$ cat src/rtl/cmmd_pkg.sv
// shared types and constants for the centered moving mean detrend block
`default_nettype none

package cmmd_pkg;

  localparam int unsigned SAMPLE_W   = 16;
  localparam int unsigned FRAC_W     = 4;
  localparam int unsigned DET_W      = 21;
  // width of the biased mean quotient
  localparam int unsigned Q_W        = 21;
  // register stages in a lane, from the line read registers to the detrended result
  localparam int unsigned LANE_DEPTH = 5;

  // bias that keeps the mean quotient non-negative
  localparam logic [DET_W-1:0] Q_BIAS = DET_W'(1) << (SAMPLE_W + FRAC_W);

  typedef logic signed [SAMPLE_W-1:0] sample_t;
  typedef logic signed [DET_W-1:0]    det_t;

  // first pipeline stage after the delay line
  typedef struct packed {
    logic valid;
    logic first;
    logic sub;
    logic emit;
  } cmmd_s1_t;

  // lane control
  typedef struct packed {
    logic en;
    logic acc;
    logic first;
    logic sub;
  } cmmd_ctl_t;

endpackage

`default_nettype wire

$ cat src/rtl/cmmd_lane.sv
// one channel lane: running sum, rounded mean by reciprocal multiply, centre minus mean
`default_nettype none

module cmmd_lane import cmmd_pkg::*; #(
  parameter int HALF_WINDOW = 64
) (
  input  wire logic      clk,
  input  wire logic      rst_n,
  input  wire cmmd_ctl_t ctl,
  input  wire sample_t   sample,
  input  wire sample_t   old,
  input  wire sample_t   centre,
  output det_t           detrended
);

  localparam int WIN    = 2 * HALF_WINDOW + 1;
  localparam int DEN    = 2 * WIN;
  localparam int SUM_W  = $clog2(WIN) + SAMPLE_W;
  localparam int NU_W   = $clog2(WIN) + SAMPLE_W + FRAC_W + 2;
  localparam int M_W    = NU_W - $clog2(DEN) + 2;
  localparam int PROD_W = NU_W + M_W;

  localparam logic [63:0]     RECIP64 = (64'd1 << NU_W) / 64'(DEN);
  localparam logic [M_W-1:0]  RECIP   = RECIP64[M_W-1:0];
  localparam logic [NU_W-1:0] DEN_NU  = NU_W'(DEN);
  // rounding half-step plus a bias that keeps the numerator positive
  localparam logic [NU_W-1:0] OFS =
    NU_W'(64'(WIN) + (64'(DEN) << (SAMPLE_W + FRAC_W)));

  logic signed [SUM_W-1:0] sum_r, sum_base, sum_nxt;
  logic [NU_W-1:0]         sum_ext, num_u, rem;
  logic [PROD_W-1:0]       prod_r;
  logic [NU_W-1:0]         num3_r, num4_r, qd_r;
  logic [Q_W-1:0]          q0, q0_r, q_r;
  sample_t                 cen2_r, cen3_r, cen4_r, cen5_r;
  logic [DET_W-1:0]        cen_ext, det_r;

  always_comb begin
    sum_base = ctl.first ? '0 : sum_r;
    sum_nxt  = sum_base + SUM_W'(sample) - (ctl.sub ? SUM_W'(old) : '0);
    sum_ext  = NU_W'(sum_r);
    num_u    = (sum_ext << (FRAC_W + 1)) + OFS;
    q0       = prod_r[NU_W +: Q_W];
    rem      = num4_r - qd_r;
    cen_ext  = {{(DET_W - SAMPLE_W - FRAC_W){cen5_r[SAMPLE_W-1]}}, cen5_r, {FRAC_W{1'b0}}};
  end

  always_ff @(posedge clk) begin
    if (!rst_n) begin
      sum_r <= '0;
    end else if (ctl.acc) begin
      sum_r <= sum_nxt;
    end
  end

  always_ff @(posedge clk) begin
    if (ctl.en) begin
      cen2_r <= centre;
      prod_r <= {{M_W{1'b0}}, num_u} * {{NU_W{1'b0}}, RECIP};
      num3_r <= num_u;
      cen3_r <= cen2_r;
      // estimate is exact or one low
      q0_r   <= q0;
      qd_r   <= {{(NU_W - Q_W){1'b0}}, q0} * DEN_NU;
      num4_r <= num3_r;
      cen4_r <= cen3_r;
      q_r    <= q0_r + Q_W'(rem >= DEN_NU);
      cen5_r <= cen4_r;
      det_r  <= cen_ext + Q_BIAS - DET_W'(q_r);
    end
  end

  assign detrended = det_r;

endmodule

`default_nettype wire

$ cat config.mk
export PLATFORM = sky130hd
export DESIGN_NAME = cmmd_lane
export DESIGN_NICKNAME = d
export VERILOG_FILES = /design/src/rtl/cmmd_pkg.sv /design/src/rtl/cmmd_lane.sv
export SDC_FILE = /design/constraint.sdc
export NUM_CORES = 1
export LEC_CHECK = 0
export ABC_AREA = 0
export BUFFER_PORTS_ARGS = -buffer_cell sky130_fd_sc_hd__buf_4
export CAP_MARGIN = 20
export CORE_UTILIZATION = 40
export CTS_CLUSTER_DIAMETER = 100
export DETAILED_ROUTE_END_ITERATION = 12
export SKIP_LAST_GASP = 1
export SLEW_MARGIN = 0
export SYNTH_ARGS = -nofsm -noshare
export SYNTH_HDL_FRONTEND = slang
export SYNTH_SLANG_ARGS = --single-unit
$ cat constraint.sdc
create_clock -name clk -period 7.3 [get_ports clk]
set_clock_uncertainty 0.1 [all_clocks]
set_input_delay 0.365 -clock clk [delete_from_list [all_inputs] [get_ports clk]]
set_output_delay 0.365 -clock clk [all_outputs]
set_load 0.02 [all_outputs]
==> results.toml <==
[placement]
place_area_um2 = 24600
placed_cells = 2852
hpwl_mm = 39.85
port-buffer-count = 74
gp_congestion = 0.8953

[floorplan]
dieArea_um2 = 55420
die_y_um = 235.4
start_util = 0.4050
ios = 75
die_width_um = 235.4
rows = 85
coreArea_um2 = 53810

[sta]
tns_ns = -1.101
max_slew_margin = 0.2798
setup_viol = 12
finalCritPeriodShare = 1.028
fmax_mhz = 133.3
tightest_slew_ns = 1.080
slew_violations = 0
fin_crit_ns = 7.503
fin_ws_ns = -0.2031
rsz0062_at_grt = "true"
hold_violations = 0
hold_ws_ns = 0.09134

[grt]
antenna_found_initial = 0
grt_max_degree = 145
grt.total_usage = 0.1792
grt.met3_usage = 0.02017
grt_overflow_total = 0
grt_pass1_wl_mm = 78.92
grt_use_met1 = 0.2170
gr-usage-met2 = 0.3228
top_usage_layer = "met2"
grt_pass1_vias = 15570

[clock_tree]
cts_tree = "yes"
clock_latency_ns = 0.60
cts_buffer_depth = 3
cts_inserted_buffers = 30
h-tree-depth = 1
root_buffer = "clkbuf_16"
clkTransAtPathRegs_ns = 0.06
cts.sinks = 244

[layout]
regArea_um2 = 7099
drive_gt1_frac = 0.1774
layout.cells.most_common = "inv_1"
finalInstanceArea_um2 = 26220
syn_to_final_growth_pct = 20.30
layout_common_cells = "371 x inv_1, 308 x ha_1, 245 x buf_4"
fin_nets = 2805
num-fill-cells = 4834
antenna_cells = 0
fin_cells = 2939
multi_input_area_um2 = 13770

[critical_path]
cp_max_fo = 3
worstRegToRegCells = 28
rrSetupSlack_ns = -0.20
crit_top_cell = "fa_1"
rr_endpoint = "prod_r[48]"
critPathLaunchType = "register"
r2r_start = "sum_r[6]"
end_kind = "register"
cp-endpoint = "prod_r[48]"
cp_data_required_time_ns = 7.52
crit_slowest_cell = "fa_1"
critPathLaunch = "sum_r[6]"
crit_type = "register to register"
critPathMaxStageDelay_ns = 0.54
cp_data_arrival_time_ns = 7.73

[logic_synthesis]
yosys_register_bits = 244
syn-instance-count = 1941
yosys_warnings = 0
syn_nets = 2523
synth_ff_type = "edfxtp_1"
synth_edf_count = 220
postSynthAreaPerCell_um2 = 11.23
ys_seq_area_frac = 0.3252
syn_area_um2 = 21790
synth_cell_types = 68
async_flop_share = 0

[routing]
viasPerCell = 4.957
drt-total-wl_mm = 48.88
first_pass_iters = 9
drc = 2
drtAntennaViolNets = 0
wl_per_cell_um = 16.63
vias = 14570
drt-initial-drc-count = 548

[run_status]
status = "finished, violations left"
violations = "DRC, setup timing"

[run]
cap_violations = 0

[hold_path]
min_path_type = "input port to register"
==> cell usage after synthesis (all sizes together) (4+ instances only) <==
cell,instances,share of area
a211o,4,0.0016
a211oi,6,0.0021
a21boi,4,0.0014
a21o,36,0.012
a21oi,77,0.018
a31o,7,0.0028
a31oi,13,0.0037
a41oi,4,0.0016
and2,21,0.0060
and3,17,0.0049
clkbuf,17,0.0029
dfxtp,24,0.022
edfxtp,220,0.30
fa,212,0.19
ha,316,0.18
inv,379,0.065
mux2i,14,0.0064
nand2,64,0.011
nand2b,38,0.011
nand3,39,0.0090
nand3b,6,0.0021
nand4,18,0.0052
nor2,54,0.0093
nor2b,28,0.0080
nor3,24,0.0055
nor3b,4,0.0014
nor4,5,0.0020
nor4b,4,0.0016
o2111ai,7,0.0028
o211a,4,0.0018
o211ai,6,0.0021
o21a,13,0.0045
o21ai,47,0.011
o21bai,16,0.0055
o22ai,4,0.0011
o41ai,4,0.0016
or3,5,0.0014
xnor2,99,0.040
xor2,40,0.016
==> cells by family (layout without fill, tap and decap cells) <==
family                     count (synthesis)  count (layout)  synth area share
adders and majority gates                528             528            0.3762
buffers and inverters                    399             701           0.06884
and+or+nand+nor                          342             342           0.08405
AOI/OAI and AO/OA                        274             274           0.08296
DFF                                      244             244            0.3252
xor gates and xnor gates                 139             139           0.05586
muxes                                     15              15          0.006947
==> routing by layer <==
layer	vias up	share of wire	routed length (um)
li1	7162	-	-
met1	7035	0.42	20320
met2	268	0.51	24800
met3	105	0.033	1599
met4	0	0.044	2156
met5	-	0	0
==> area by class of cell <==
class	count	area share
Clock inverter	18	0.006729
Inverter	379	0.05426
Multi-Input combinational cell	1298	0.5252
Sequential cell	244	0.2708
Timing Repair Buffer	270	0.08061
Clock buffer	34	0.02921
Tap cell	696	0.03322
==> stage by stage <==
stage | utilization | setup WS, ns
6_report | 0.4872 | -0.2031
5_1_grt | 0.4872 | -0.4726
4_1_cts | 0.4827 | -0.1522
3_5_place_dp | 0.4571 | -0.4172
3_3_place_gp | 0.4571 | -0.2594
2_1_floorplan | - | 0.002648
==> sequential cells by signal (all words and copies together), names as in the netlist <==
signal     flops
q_r           21
detrended     21
cen3_r        16
qd_r          22
num4_r        25
cen5_r        16
prod_r        21
cen2_r        16
sum_r         24
num3_r        25
cen4_r        16
q0_r          21
==> critical path, delay by kind of cell (launching register included) <==
kind / cells / cell delay (ns)
XOR/XNOR: 3 / 0.57
AND/OR/NAND/NOR: 9 / 1.71
flip-flops: 1 / 0.33
AO/OA/AOI/OAI: 5 / 0.83
adder cells (fa/ha/maj): 8 / 3.44
buffers and inverters: 3 / 0.26
==> timing repair <==
item                                   4_1_cts  5_1_grt
endpoints found under the hold margin       16        0
setup endpoints to repair                   16       18
pin swaps                                   37       49
gates resized for setup                     33       34
buffers inserted                            10       11
hold buffers                                16        0
==> worst min-delay path by stage <==
stage / endpoint / start / cells after the start / slack [ns]
after floorplan: cen3_r[0] / cen2_r[0] / 0 / 0.30
after global placement: num4_r[28] / num3_r[28] / 0 / 0.30
after detailed placement: cen3_r[11] / cen2_r[11] / 0 / 0.30
after CTS: sum_r[19] / rst_n / 3 / 0.06
after global routing: sum_r[4] / rst_n / 2 / 0.09
final: sum_r[19] / ctl[2] / 2 / 0.09
Power is left out: the tool's default activity adds up to more than one toggle a clock period on the data nets, which glitch-free logic cannot reach.
