`src/rtl/cmmd_pkg.sv`:
```
// shared types and constants for the centered moving mean detrend block
`default_nettype none

package cmmd_pkg;

  localparam int unsigned SAMPLE_W   = 16;
  localparam int unsigned FRAC_W     = 4;
  localparam int unsigned DET_W      = 21;
  // width of the biased mean quotient
  localparam int unsigned Q_W        = 21;
  // register stages in a lane, from the line read registers to the detrended result
  localparam int unsigned LANE_DEPTH = 5;

  // bias that keeps the mean quotient non-negative
  localparam logic [DET_W-1:0] Q_BIAS = DET_W'(1) << (SAMPLE_W + FRAC_W);

  typedef logic signed [SAMPLE_W-1:0] sample_t;
  typedef logic signed [DET_W-1:0]    det_t;

  // first pipeline stage after the delay line
  typedef struct packed {
    logic valid;
    logic first;
    logic sub;
    logic emit;
  } cmmd_s1_t;

  // lane control
  typedef struct packed {
    logic en;
    logic acc;
    logic first;
    logic sub;
  } cmmd_ctl_t;

endpackage

`default_nettype wire

```
`src/rtl/cmmd_if.sv`:
```
// valid/ready channel interfaces for sample pairs and detrended results
`default_nettype none


interface cmmd_out_if import cmmd_pkg::*; ();
  logic valid;
  logic ready;
  det_t detrended_a;
  det_t detrended_b;

  modport source (output valid, output detrended_a, output detrended_b, input ready);
  modport sink (input valid, input detrended_a, input detrended_b, output ready);
endinterface

`default_nettype wire

```
`src/rtl/cmmd_merge.sv`:
```
// joins the lane results into one beat, output register with one skid entry
`default_nettype none

module cmmd_merge import cmmd_pkg::*; (
  input  wire logic     clk,
  input  wire logic     rst_n,
  input  wire logic     push,
  input  wire det_t     det_a,
  input  wire det_t     det_b,
  output logic          adv,
  cmmd_out_if.source    out_ch
);

  logic out_valid_r, skid_full_r, take;
  det_t out_a_r, out_b_r, skid_a_r, skid_b_r;

  assign take = out_valid_r && out_ch.ready;
  assign adv  = !skid_full_r;

  always_ff @(posedge clk) begin
    if (!rst_n) begin
      out_valid_r <= 1'b0;
      skid_full_r <= 1'b0;
    end else if (skid_full_r) begin
      if (take) begin
        skid_full_r <= 1'b0;
      end
    end else if (push) begin
      if (!out_valid_r || take) begin
        out_valid_r <= 1'b1;
      end else begin
        skid_full_r <= 1'b1;
      end
    end else if (take) begin
      out_valid_r <= 1'b0;
    end
  end

  always_ff @(posedge clk) begin
    if (skid_full_r) begin
      if (take) begin
        out_a_r <= skid_a_r;
        out_b_r <= skid_b_r;
      end
    end else if (push) begin
      if (!out_valid_r || take) begin
        out_a_r <= det_a;
        out_b_r <= det_b;
      end else begin
        skid_a_r <= det_a;
        skid_b_r <= det_b;
      end
    end
  end

  assign out_ch.valid       = out_valid_r;
  assign out_ch.detrended_a = out_a_r;
  assign out_ch.detrended_b = out_b_r;

endmodule

`default_nettype wire

```
`src/flat_wrapper.sv`:
```
// flat-port wrapper written by rule: the top's interface ports become plain ports
module cmmd_merge_flat import cmmd_pkg::*;
  (clk, rst_n, push, det_a, det_b, adv, out_ch_valid, out_ch_detrended_a, out_ch_detrended_b, out_ch_ready);
  cmmd_out_if out_ch_i ();
  input  wire logic clk;
  input  wire logic rst_n;
  input  wire logic push;
  input  wire det_t det_a;
  input  wire det_t det_b;
  output logic adv;
  output wire logic [$bits(out_ch_i.valid)-1:0] out_ch_valid;
  output wire logic [$bits(out_ch_i.detrended_a)-1:0] out_ch_detrended_a;
  output wire logic [$bits(out_ch_i.detrended_b)-1:0] out_ch_detrended_b;
  input wire logic [$bits(out_ch_i.ready)-1:0] out_ch_ready;
  assign out_ch_valid = out_ch_i.valid;
  assign out_ch_detrended_a = out_ch_i.detrended_a;
  assign out_ch_detrended_b = out_ch_i.detrended_b;
  assign out_ch_i.ready = out_ch_ready;
  cmmd_merge u_core (.clk(clk), .rst_n(rst_n), .push(push), .det_a(det_a), .det_b(det_b), .adv(adv), .out_ch(out_ch_i));
endmodule
```
`config.mk`:
```
export PLATFORM = sky130hd
export DESIGN_NAME = cmmd_merge_flat
export DESIGN_NICKNAME = d
export VERILOG_FILES = /design/src/rtl/cmmd_pkg.sv /design/src/rtl/cmmd_if.sv /design/src/rtl/cmmd_merge.sv /design/src/flat_wrapper.sv
export SDC_FILE = /design/constraint.sdc
export NUM_CORES = 1
export LEC_CHECK = 0
export BUFFER_PORTS_ARGS = -buffer_cell sky130_fd_sc_hd__buf_2
export CELL_PAD_IN_SITES_DETAIL_PLACEMENT = 1
export CELL_PAD_IN_SITES_GLOBAL_PLACEMENT = 1
export CORE_MARGIN = 2
export CORE_UTILIZATION = 39
export DETAILED_ROUTE_END_ITERATION = 8
export PLACE_DENSITY = 0.77
export SETUP_SLACK_MARGIN = 0.1
export SYNTH_ARGS = -nofsm -noshare
export SYNTH_HDL_FRONTEND = slang
export SYNTH_SLANG_ARGS = --single-unit
```
`constraint.sdc`:
```
create_clock -name clk -period 3 [get_ports clk]
set_input_delay 0.3 -clock clk [delete_from_list [all_inputs] [get_ports clk]]
set_output_delay 0.3 -clock clk [all_outputs]
set_load 0.01 [all_outputs]
```
==> parameters.txt <==
Parameter                              Value

Outcome
  Status ... completed

CTS
  TritonCTS Buffers ... 9
  Maximum number of buffers from clock root to sink ... 2
  Root Driver ... sky130_fd_sc_hd__clkbuf_8
  Skew-Pair Late Insertion Delay ... 0.35 ns
  Number of buffers inserted by hold repair at cts ... 0
  CTS H-tree depth ... 3
  CTS clk-pin slew, worst paths ... 0.09 ns
  Count of instances resized after the clock tree is built ... 0
  Number of sinks handled by clock tree synthesis ... 86
  Clock tree from TritonCTS ... yes
  Post-CTS setup buffers ... 0

Yosys
  Synth area leaders ... sky130_fd_sc_hd__edfxtp_1 (80%), sky130_fd_sc_hd__mux2_2 (15%), sky130_fd_sc_hd__buf_6 (1.4%)
  Number of synthesized register bits ... 86
  Synthesized area per cell ... 21.8 um2
  Number of distinct library cell variants in the gate-level netlist after synthesis ... 15
  Number of cells produced by synthesis ... 145
  Cell type with the highest aggregate area in the netlist ... sky130_fd_sc_hd__edfxtp_1
  Number of warning messages in the yosys log ... 0
  Share of the yosys chip area belonging to registers ... 81.1%
  Synth Cell Area ... 3160 um2
  Fraction of synthesized cell area taken by the top area cell type ... 79.8%
  Number of nets in the synthesized netlist ... 191

Global route
  Largest net degree at the start of global routing ... 46
  Antenna violations before repair ... 0
  First-pass GRT wire length ... 9590 um
  Total congestion overflow ... 0
  Number of global-route vias before repair ... 1778
  GRT Util Overall ... 14.9%

Worst setup path
  Launching element type of the critical path ... register
  Start of the worst register-to-register path ... u_core.out_ch.valid
  Required time worst endpoint ... 3.05 ns
  Setup crit start ... u_core.out_ch.valid
  Endpoint class of the critical path ... register
  Worst setup path category ... register to register
  Data arrival time at the worst-slack endpoint ... 1.79 ns
  Critical-path maximum fanout ... 26

Die
  Starting Density ... 40.5%
  Std-Cell Rows ... 32
  Die width ... 94.0 um
  Die Ht ... 94.0 um
  Num ports ... 90
  Overall die area ... 8840 um2
  Core area ... 7810 um2

STA
  Worst setup slack after layout ... 1.25 ns
  Setup repair after global routing missed its margin ... no
  Number of hold violations in the final report ... 0
  Clock Skew ... 0.00910 ns
  Fin crit share ... 58.2%
  Post-route minimum period ... 1.75 ns
  Sum Neg Setup Slack ... 0 ns
  Maximum clock frequency ... 573 MHz
  Endpoints failing setup ... 0
  Number of pins with negative max-slew slack in the final report ... 0
  Slew at the pin closest to its max-slew limit ... 0.642 ns
  Headroom to the max-slew limit ... 57.1%

Detailed routing
  Number of vias in the routed layout ... 1640
  Drt via density ... 4.67
  Routed wire length ... 6080 um
  Length of the first detailed-routing pass in iterations ... 4
  DR WL/cell ... 17.3 um
  DRC errors left ... 0
  Final ANT Viol Nets ... 0
  Count of routing violations after the opening detailed-route iteration ... 52

Place
  Placed instance area ... 3740 um2
  Port buffer count ... 89
  Final weighted congestion in routability-driven placement ... 0.731
  Detailed placer's ending HPWL ... 4340 um
  Post-placement setup slack ... 1.18 ns

Layout
  Count of nets after finishing ... 290
  Diode insertion count for antenna repair ... 0
  Area growth from synthesis to layout ... 24.6%
  Area of all placed cells without fillers ... 3940 um2
  Fraction of final layout cells with drive strength greater than 1 ... 61.4%

Pwr
  Power per Cell Area ... 625 nW/um2
  Max IR drop VDD ... 0.000299 V
  Static leakage power ... 1.46 nW

Min path
  Min-delay worst type ... input pin to register
  HP Start ... det_a[7]

Run
  Maximum Capacitance Violations ... 0
==> kinds of logic after synthesis <==
logic type             after synthesis  synth area share (%)
flip-flops                          86                  81.1
AO/OA/AOI/OAI                        4                 0.713
AND/OR/NAND/NOR                      4                 0.832
multiplexers                        43                  15.4
buffers and inverters                8                  1.94
==> power breakdown <==
part           switching, mW  leakage [nW]  internal (mW)  total [mW]
registers             0.0202         0.804           1.40        1.42
logic                  0.127         0.560          0.109       0.236
clock network          0.411        0.0931          0.391       0.801
==> synthesized netlist by cell type <==
| library cell | n |
|---|---|
| sky130_fd_sc_hd__nand3b_1 | 1 |
| sky130_fd_sc_hd__o21ai_1 | 1 |
| sky130_fd_sc_hd__buf_6 | 4 |
| sky130_fd_sc_hd__dfxtp_1 | 2 |
| sky130_fd_sc_hd__mux2i_1 | 1 |
| sky130_fd_sc_hd__nand2_1 | 1 |
| sky130_fd_sc_hd__edfxtp_1 | 84 |
| sky130_fd_sc_hd__a21oi_1 | 2 |
| sky130_fd_sc_hd__mux2_2 | 41 |
| sky130_fd_sc_hd__mux2_4 | 1 |
| sky130_fd_sc_hd__inv_1 | 3 |
| sky130_fd_sc_hd__buf_2 | 1 |
| sky130_fd_sc_hd__a211oi_1 | 1 |
| sky130_fd_sc_hd__and4_1 | 1 |
| sky130_fd_sc_hd__nor2b_1 | 1 |
==> per-stage QoR <==
step	instances	power [mW]	util, %	hold slack, ns
after floorplan	145	1.58	-	0.397
after detailed placement	335	1.70	47.9	0.494
final	351	2.46	50.4	0.137
after global placement	335	1.69	47.9	0.494
after global routing	351	2.56	50.4	0.125
after CTS	351	2.49	50.4	0.121
==> routing by layer <==
layer | vias to the layer above | part of all wire, % | global-route usage, %
met3 | 6 | 5.7 | 3.21
met4 | 0 | 0.95 | 6.52
met1 | 798 | 43 | 18.8
li1 | 773 | - | -
met5 | - | 0 | 0
met2 | 63 | 50 | 24.9
==> worst paths after layout <==
kind / slack (ns) / cells past startpoint / endpoint
worst max-delay path: 1.25 / 3 / u_core.out_ch.detrended_a[4]
worst min-delay path: 0.14 / 1 / u_core.skid_a_r[7]
worst max register to register: 1.25 / 3 / u_core.out_ch.detrended_a[4]
worst min register to register: 0.55 / 1 / u_core.out_ch.detrended_a[8]
==> placed cells by master (no fill, tap or decap), drive strengths merged <==
cell type,Yosys,final
a211oi,1,1
a21oi,2,2
and4,1,1
buf,5,93
bufinv,0,1
clkbuf,0,10
clkinv,0,2
clkinvlp,0,2
dfxtp,2,2
edfxtp,84,84
inv,3,4
mux2,42,42
mux2i,1,1
nand2,1,1
nand3b,1,1
nor2b,1,1
o21ai,1,1
==> critical path: stages (launching register included) <==
cell and delay, ns:
sky130_fd_sc_hd__dfxtp_1 0.47, sky130_fd_sc_hd__mux2i_1 0.16, sky130_fd_sc_hd__a21oi_4 0.53, sky130_fd_sc_hd__buf_12 0.27
==> registers in the layout, summed over array words and instances (netlist names) <==
| register | count |
|---|---|
| u_core.out_ch.valid | 1 |
| u_core.skid_b_r | 21 |
| u_core.out_ch.detrended_b | 21 |
| u_core.skid_full_r | 1 |
| u_core.out_ch.detrended_a | 21 |
| u_core.skid_a_r | 21 |
==> cell type report <==
class | instances | area (um2)
fillers | 782 | 3870
flip-flops and latches | 86 | 2560
multi-input cells | 51 | 548
repair buffers | 93 | 488
clock buffers | 10 | 128
well taps | 102 | 128
clock inverters | 6 | 71.3
inverters | 3 | 11.3
Power figures use the tool's default switching activity.
